[config.mk]
export PLATFORM = sky130hd
export DESIGN_NAME = hws_div
export DESIGN_NICKNAME = d
export VERILOG_FILES = /design/src/sv/hws_pkg.sv /design/src/sv/hws_div.sv
export SDC_FILE = /design/constraint.sdc
export NUM_CORES = 1
export LEC_CHECK = 0
export ABC_AREA = 1
export BUFFER_PORTS_ARGS = -buffer_cell sky130_fd_sc_hd__buf_2
export CORE_MARGIN = 1.5
export CORE_UTILIZATION = 54
export CTS_CLUSTER_DIAMETER = 120
export CTS_CLUSTER_SIZE = 30
export DETAILED_ROUTE_END_ITERATION = 10
export PLACE_DENSITY = 0.75
export SLEW_MARGIN = 40
export SYNTH_ARGS = -nofsm -noshare
export SYNTH_HDL_FRONTEND = slang
export SYNTH_SLANG_ARGS = --single-unit
[constraint.sdc]
create_clock -name clk -period 10.1 [get_ports clk]
set_input_delay 1.515 -clock clk [delete_from_list [all_inputs] [get_ports clk]]
set_output_delay 1.515 -clock clk [all_outputs]
set_load 0.1 [all_outputs]
[src/sv/hws_pkg.sv]
`timescale 1ns / 1ps
// ----------------------------------------------------------------------------
// hws_pkg
// Shared constants and types for the harmonic waveform synthesizer.
// ----------------------------------------------------------------------------
package hws_pkg;

  localparam int unsigned HARM_NUM     = 5;
  localparam int unsigned POINTS_DEF   = 320;
  localparam int unsigned SINE_DEPTH_DEF = 256;
  localparam int unsigned FULL_SCALE   = 32767;
  localparam int unsigned SCREEN_H     = 240;

  localparam int unsigned COL_W   = 9;
  localparam int unsigned AMP_W   = 16;
  localparam int unsigned PHASE_W = 16;
  localparam int unsigned HGT_W   = 8;
  localparam int unsigned ASUM_W  = 19;   // 5 * 65535
  localparam int unsigned DEN_W   = 36;   // 2 * asum * 32767
  localparam int unsigned NUM_W   = 44;   // 240 * (S + D) + D
  localparam int unsigned QUO_W   = 8;

  localparam int unsigned APB_AW  = 5;
  localparam int unsigned APB_DW  = 32;

  // Divider input word
  typedef struct packed {
    logic [NUM_W-1:0] num;
    logic [DEN_W-1:0] den;
    logic             invalid;
  } div_word_t;

endpackage

[src/sv/hws_div.sv]
`timescale 1ns / 1ps
// ----------------------------------------------------------------------------
// hws_div
// Pipelined restoring divider, one quotient bit per stage, 8-bit quotient.
// ----------------------------------------------------------------------------
module hws_div (
  input  logic                    clk,
  input  logic                    rst_n,
  input  logic                    in_valid,
  output logic                    in_ready,
  input  hws_pkg::div_word_t      in_word,
  output logic                    out_valid,
  input  logic                    out_ready,
  output logic [hws_pkg::HGT_W-1:0] out_height,
  output logic                    out_invalid
);
  import hws_pkg::*;

  localparam int unsigned NST = QUO_W;

  logic             v_r   [NST];
  logic [NUM_W-1:0] rem_r [NST];
  logic [DEN_W-1:0] den_r [NST];
  logic [QUO_W-1:0] quo_r [NST];
  logic             inv_r [NST];
  logic             en    [NST+1];

  assign en[NST] = out_ready;
  assign in_ready = en[0];

  for (genvar j = 0; j < NST; j++) begin : g_stage
    logic [NUM_W-1:0] rem_in;
    logic [DEN_W-1:0] den_in;
    logic [QUO_W-1:0] quo_in;
    logic             inv_in;
    logic             v_in;
    logic [NUM_W-1:0] dsh;
    logic             ge;

    assign en[j] = !v_r[j] || en[j+1];

    if (j == 0) begin : g_first
      assign rem_in = in_word.num;
      assign den_in = in_word.den;
      assign quo_in = '0;
      assign inv_in = in_word.invalid;
      assign v_in   = in_valid;
    end else begin : g_next
      assign rem_in = rem_r[j-1];
      assign den_in = den_r[j-1];
      assign quo_in = quo_r[j-1];
      assign inv_in = inv_r[j-1];
      assign v_in   = v_r[j-1];
    end

    assign dsh = NUM_W'(den_in) << (NST - 1 - j);
    assign ge  = rem_in >= dsh;

    always_ff @(posedge clk) begin
      if (!rst_n) begin
        v_r[j] <= 1'b0;
      end else if (en[j]) begin
        v_r[j] <= v_in;
      end
      if (en[j]) begin
        rem_r[j] <= ge ? rem_in - dsh : rem_in;
        den_r[j] <= den_in;
        quo_r[j] <= quo_in | (QUO_W'(ge) << (NST - 1 - j));
        inv_r[j] <= inv_in;
      end
    end
  end

  assign out_valid   = v_r[NST-1];
  assign out_invalid = inv_r[NST-1];
  assign out_height  = inv_r[NST-1] ? '0 : quo_r[NST-1];

`ifndef NO_ASSERTIONS
  a_hold: assert property (@(posedge clk) disable iff (!rst_n)
    out_valid && !out_ready |=> out_valid)
    else $error("result dropped while stalled");
  a_range: assert property (@(posedge clk) disable iff (!rst_n)
    out_valid && !out_invalid |-> quo_r[NST-1] <= HGT_W'(SCREEN_H))
    else $error("height above screen");
  a_den: assert property (@(posedge clk) disable iff (!rst_n)
    v_r[0] && !inv_r[0] |-> den_r[0] != '0)
    else $error("zero divisor on valid word");
`endif

endmodule

---- Yosys cells after proc, flatten, opt, wreduce, memory -nomap -nowiden ----
Memory sizes are Yosys's and may differ from the RTL's.
Cells that the tools add are included.
cells by class
  magnitude comparators ................... 8
  reduce and logical (&&, ||, !) cells .... 16
  $add $sub $neg .......................... 8
  bitwise operators ....................... 15
  muxes and demuxes ....................... 50
operators by type and width
  cell                                              number
  44-bit two-way mux                                8
  44-bit by 36-bit >= comparator with 1-bit output  1
  44-bit by 37-bit >= comparator with 1-bit output  1
  44-bit by 38-bit >= comparator with 1-bit output  1
  44-bit by 39-bit >= comparator with 1-bit output  1
  44-bit by 40-bit >= comparator with 1-bit output  1
  44-bit by 41-bit >= comparator with 1-bit output  1
  44-bit by 42-bit >= comparator with 1-bit output  1
  44-bit by 43-bit >= comparator with 1-bit output  1
  44-bit by 36-bit subtractor with 44-bit output    1
  44-bit by 37-bit subtractor with 44-bit output    1
  44-bit by 38-bit subtractor with 44-bit output    1
  44-bit by 39-bit subtractor with 44-bit output    1
  44-bit by 40-bit subtractor with 44-bit output    1
  44-bit by 41-bit subtractor with 44-bit output    1
  44-bit by 42-bit subtractor with 44-bit output    1
  44-bit by 43-bit subtractor with 44-bit output    1
  1-bit two-way mux                                 41
  1-bit logical NOT                                 8
  1-bit logical OR                                  8
  8-bit two-way mux                                 1
  1-bit bitwise OR                                  8
  8-bit by 1-bit bitwise OR with 8-bit output       1
  8-bit by 2-bit bitwise OR with 8-bit output       1
  other kinds (5)                                   5
word-level totals
  memories ................................ 5
  output and inout bits ................... 11
  register bits ........................... 0
  word-level logic and storage cells ...... 102
  bits in writable memories ............... 720
memory list
  memory  words  width  rd ports  clocked after memory_dff  wr ports  RTL line       text
  rem_r   8      44     7         0                         8         hws_div.sv:22  logic [NUM_W-1:0] rem_r [NST];
  den_r   8      36     7         0                         8         hws_div.sv:23  logic [DEN_W-1:0] den_r [NST];
  quo_r   8      8      8         0                         8         hws_div.sv:24  logic [QUO_W-1:0] quo_r [NST];
  inv_r   8      1      8         0                         8         hws_div.sv:25  logic inv_r [NST];
  v_r     8      1      8         0                         8         hws_div.sv:21  logic v_r [NST];

---- Longest topological paths before layout ----
An unclocked memory read counts as a cell.
  word-level depth ........................ 14
  mapped depth ............................ 17
  gate-level depth less buffers ........... 15

---- Worst setup path before layout ----
OpenSTA, ideal clock, no wires.
  kind .................................... in2out
  start point ............................. input out_ready
  end point ............................... output in_ready
  data arrival time ....................... 9.397 ns
  setup slack ............................. -0.812 ns
  stages .................................. 9
  cells stage by stage .................... or2_4 -> nor2_2 -> nand2_2 -> nor2_2 -> nand2_1 -> nor2_1 -> nand2_1 -> nor2_1 -> inv_1
RTL lines
  item                RTL line       text
  start: declaration  hws_div.sv:13  input logic out_ready,
  end: declaration    hws_div.sv:10  output logic in_ready,

==> summary.txt <==
========================================================================================
Number of buffers on the longest clock path                                            3
Vias after detailed routing                                                        40200
Synthesized netlist cell count                                                      6401
Floorplan die width                                                               293 um
Number of search-and-repair iterations in the first detailed-routing pass              9
Count of synthesis-stage warnings from yosys                                           0
Skew-Pair Late Insertion Delay                                                   0.67 ns
Share of async-settable or async-resettable flops after synthesis                     0%
Maximum net fanout on the critical path                                               46
Switching power share of the total                                                 49.4%
DIE HEIGHT                                                                        293 um
Flip-flop and latch count after synthesis                                            612
TritonCTS Sinks                                                                      612
Cell at the root of the clock tree                                          sky130_fd_sc_hd__clkbuf_16
P_sw                                                                             6.47 mW
Post-layout min period                                                           6.12 ns
Critical path required time                                                      8.59 ns
Pleak                                                                            25.3 nW
Result of the run                                                              completed
Final Wtd Congestion                                                                1.04
Worst EP arrival                                                                 4.61 ns
Total Die Area                                                                 85700 um2
IO Port Bufs                                                                          95
Total clock buffers created by CTS                                                    28
Maximum cell stage delay along the critical path                                 0.39 ns
Count of hold-fix buffers inserted at cts                                              0
Top Ports                                                                             96
Dominant register cell in the synthesized netlist                           sky130_fd_sc_hd__edfxtp_1
Critical path launch point type                                               input port
CTS-repair resized insts                                                               0
Final count of negative-setup-slack endpoints                                          0
Global-route total usage across every layer                                        35.0%
Layout overhead on the synthesized area                                            5.42%
Slew at the pin closest to its max-slew limit                                   0.869 ns
Clk network pwr share                                                              11.1%
Highest clock frequency the design can meet                                      163 MHz
Kind of capture point of the worst setup path                                output port
DRC Markers                                                                            0
Combinational share of power                                                       56.1%
Placed insts                                                                        7534
Syn Area/Cell                                                                   7.08 um2
H-tree level count                                                                     1
Global-route wire length before repair                                         226000 um
Number of antenna violations at the first check in global routing                      0
Post-CTS Setup Repair Bufs                                                             0
Row cnt                                                                              106
Final count of hold timing violations                                                  0
Final wirelength                                                               151000 um
Setup repair after global routing missed its margin                                false
HP Class                                                                    flip-flop to flip-flop
Routing layer with the top usage in global route                                    met2
Synthesized area                                                               45400 um2
Internal Pwr Total                                                               6.62 mW
Met2 global-route usage                                                            64.5%
DRT iter0 DRCs                                                                      2867
Mean number of vias per cell                                                        5.30
Net count of the finished layout                                                    6864
Maximum ir drop on the vdd rail                                                 0.193 mV
Post-synth EDFFs                                                                     611
Post-synthesis cell type count                                                        44
Share of final-layout standard cells stronger than drive strength 1                3.98%
Final Skew                                                                     0.0351 ns
Share of the synthesized area in the top cell type                                 40.5%
Proportion of synthesized chip area in sequential cells                            40.5%
Relative slew slack                                                                41.6%
Area of the core region                                                        83400 um2
Clock transition at path regs                                                    0.11 ns
Net count after synthesis                                                           6781
Number of pins exceeding their max-slew limit in the final report                      0
Via count of the first global-routing pass                                         38600
Cell at the slowest stage of the critical path                              sky130_fd_sc_hd__nand2_4
Most area-consuming cells after synthesis                                   sky130_fd_sc_hd__edfxtp_1 (40%), sky130_fd_sc_hd__nand2_1 (22%), sky130_fd_sc_hd__inv_1 (10%)
Starting utilization of the core area                                              54.4%
Detailed-placement wirelength estimate                                         127000 um
Pin count of the biggest net entering global routing                                  87
Final Cycle Share                                                                  60.6%
GR Layer Usage met1                                                                37.6%
Antenna Nets Post-Route                                                                0
CTS tree                                                                             yes
Critical path's most frequent cell                                          sky130_fd_sc_hd__nand2_4
Routed wire per std cell                                                         19.9 um
Number of antenna diodes                                                               0
Power Dens Cells                                                              274 nW/um2
Global route total overflow                                                            0
Final non-filler cell total                                                         7582
Met3 Usage GRT                                                                     3.36%
WS Path Type                                                                input port to output port
Cell type with the highest aggregate area in the netlist                    sky130_fd_sc_hd__edfxtp_1
Sum of negative setup slack                                                         0 ns
Sequential share of power                                                          32.8%
Critical-path cell list                                                     buf_2, or2_4, nor2_2, nand2_4, nor2_2, nand2_4, nor2_1, nand2_4, nor2_1, clkinvlp_4, buf_2
# Max-Cap Violations                                                                   0
========================================================================================
## layer usage
metal | wire (um) | up-vias
li1 | - | 20000
met1 | 55400 | 18400
met2 | 76100 | 1282
met3 | 6800 | 427
met4 | 12700 | 0
met5 | 0 | -
## stage by stage
step	worst slack [ns]	cell area (um2)	hold WS, ns	utilization [%]	power (mW)
5_1_grt	3.74	47800	0.430	57.3	14.1
4_1_cts	3.98	47800	0.426	57.3	13.0
6_report	3.98	47800	0.421	57.3	13.1
3_5_place_dp	4.01	46900	0.405	56.2	11.5
3_3_place_gp	4.16	46900	0.401	56.2	11.5
2_1_floorplan	0.349	45400	0.400	-	9.21
## placed cells by master, fill, tap and decap left out, types with 7 or more instances in the layout
cell type / synthesis / routed
sky130_fd_sc_hd__nand2_1: 2613 / 2611
sky130_fd_sc_hd__buf_4: 4 / 10
sky130_fd_sc_hd__inv_1: 1236 / 1232
sky130_fd_sc_hd__buf_2: 27 / 95
sky130_fd_sc_hd__nand3b_1: 65 / 65
sky130_fd_sc_hd__o21ai_0: 48 / 48
sky130_fd_sc_hd__inv_2: 13 / 12
sky130_fd_sc_hd__fa_1: 7 / 7
sky130_fd_sc_hd__nand2_2: 12 / 10
sky130_fd_sc_hd__o21bai_1: 28 / 28
sky130_fd_sc_hd__a21oi_1: 208 / 208
sky130_fd_sc_hd__clkbuf_16: 0 / 29
sky130_fd_sc_hd__nor3_1: 58 / 58
sky130_fd_sc_hd__nor2_1: 559 / 559
sky130_fd_sc_hd__edfxtp_1: 611 / 611
sky130_fd_sc_hd__nand4_1: 61 / 61
sky130_fd_sc_hd__ha_1: 288 / 288
sky130_fd_sc_hd__a21oi_2: 13 / 13
sky130_fd_sc_hd__xor2_1: 127 / 127
sky130_fd_sc_hd__nor2_2: 28 / 28
sky130_fd_sc_hd__nand3_1: 302 / 302
sky130_fd_sc_hd__nand3_2: 26 / 26
## Yosys cell counts, drive strengths merged (54+ instances only)
library cell  count
a21oi           221
nor3             60
ha              288
edfxtp          611
nor2            589
nand4            61
nand3           328
nand2          2626
nand3b           65
xor2            127
buf              54
inv            1250
## power by group through the flow
stage          Clock (mW)  Combinational [mW]  Sequential, mW
3_3_place_gp            0                7.14            4.32
6_report             1.46                7.34            4.29
4_1_cts              1.48                7.24            4.28
5_1_grt              1.54                8.19            4.34
2_1_floorplan           0                5.16            4.05
3_5_place_dp            0                7.21            4.34
## flip-flops by register name, indices dropped and copies added, names as in the netlist
register	flops
den_r	252
inv_r	8
quo_r	36
rem_r	308
v_r	8
## worst paths after layout
check	start	to	slack, ns	cells past startpoint
worst max-delay path	out_ready	in_ready	3.98	11
worst min-delay path	quo_r[1][17]	quo_r[1][25]	0.42	0
worst max register to register	v_r[1][3]	rem_r[0][7]	5.96	12
worst min register to register	quo_r[1][17]	quo_r[1][25]	0.42	0
## logic make-up after synthesis
family,share of synthesized area [%]
AOI/OAI and AO/OA,3.68
xor gates and xnor gates,2.55
adders and majority gates,8.25
buffers and inverters,11.3
DFF,40.5
and+or+nand+nor,33.7
## cell type report
| class | count | area [um2] |
|---|---|---|
| clock buffer | 35 | 758 |
| clock inverter | 13 | 164 |
| timing repair buffer | 109 | 596 |
| fill | 8145 | 35600 |
| inverter | 1250 | 4700 |
| multi-input combinational | 4483 | 21900 |
| tap | 1080 | 1350 |
| sequential | 612 | 18400 |
## worst max-delay path, delay by kind of cell
kind	cells	cell delay, ns
simple gates	8	2.28
buf+inv	3	0.81
No activity file was read; power rests on OpenSTA's default activity.
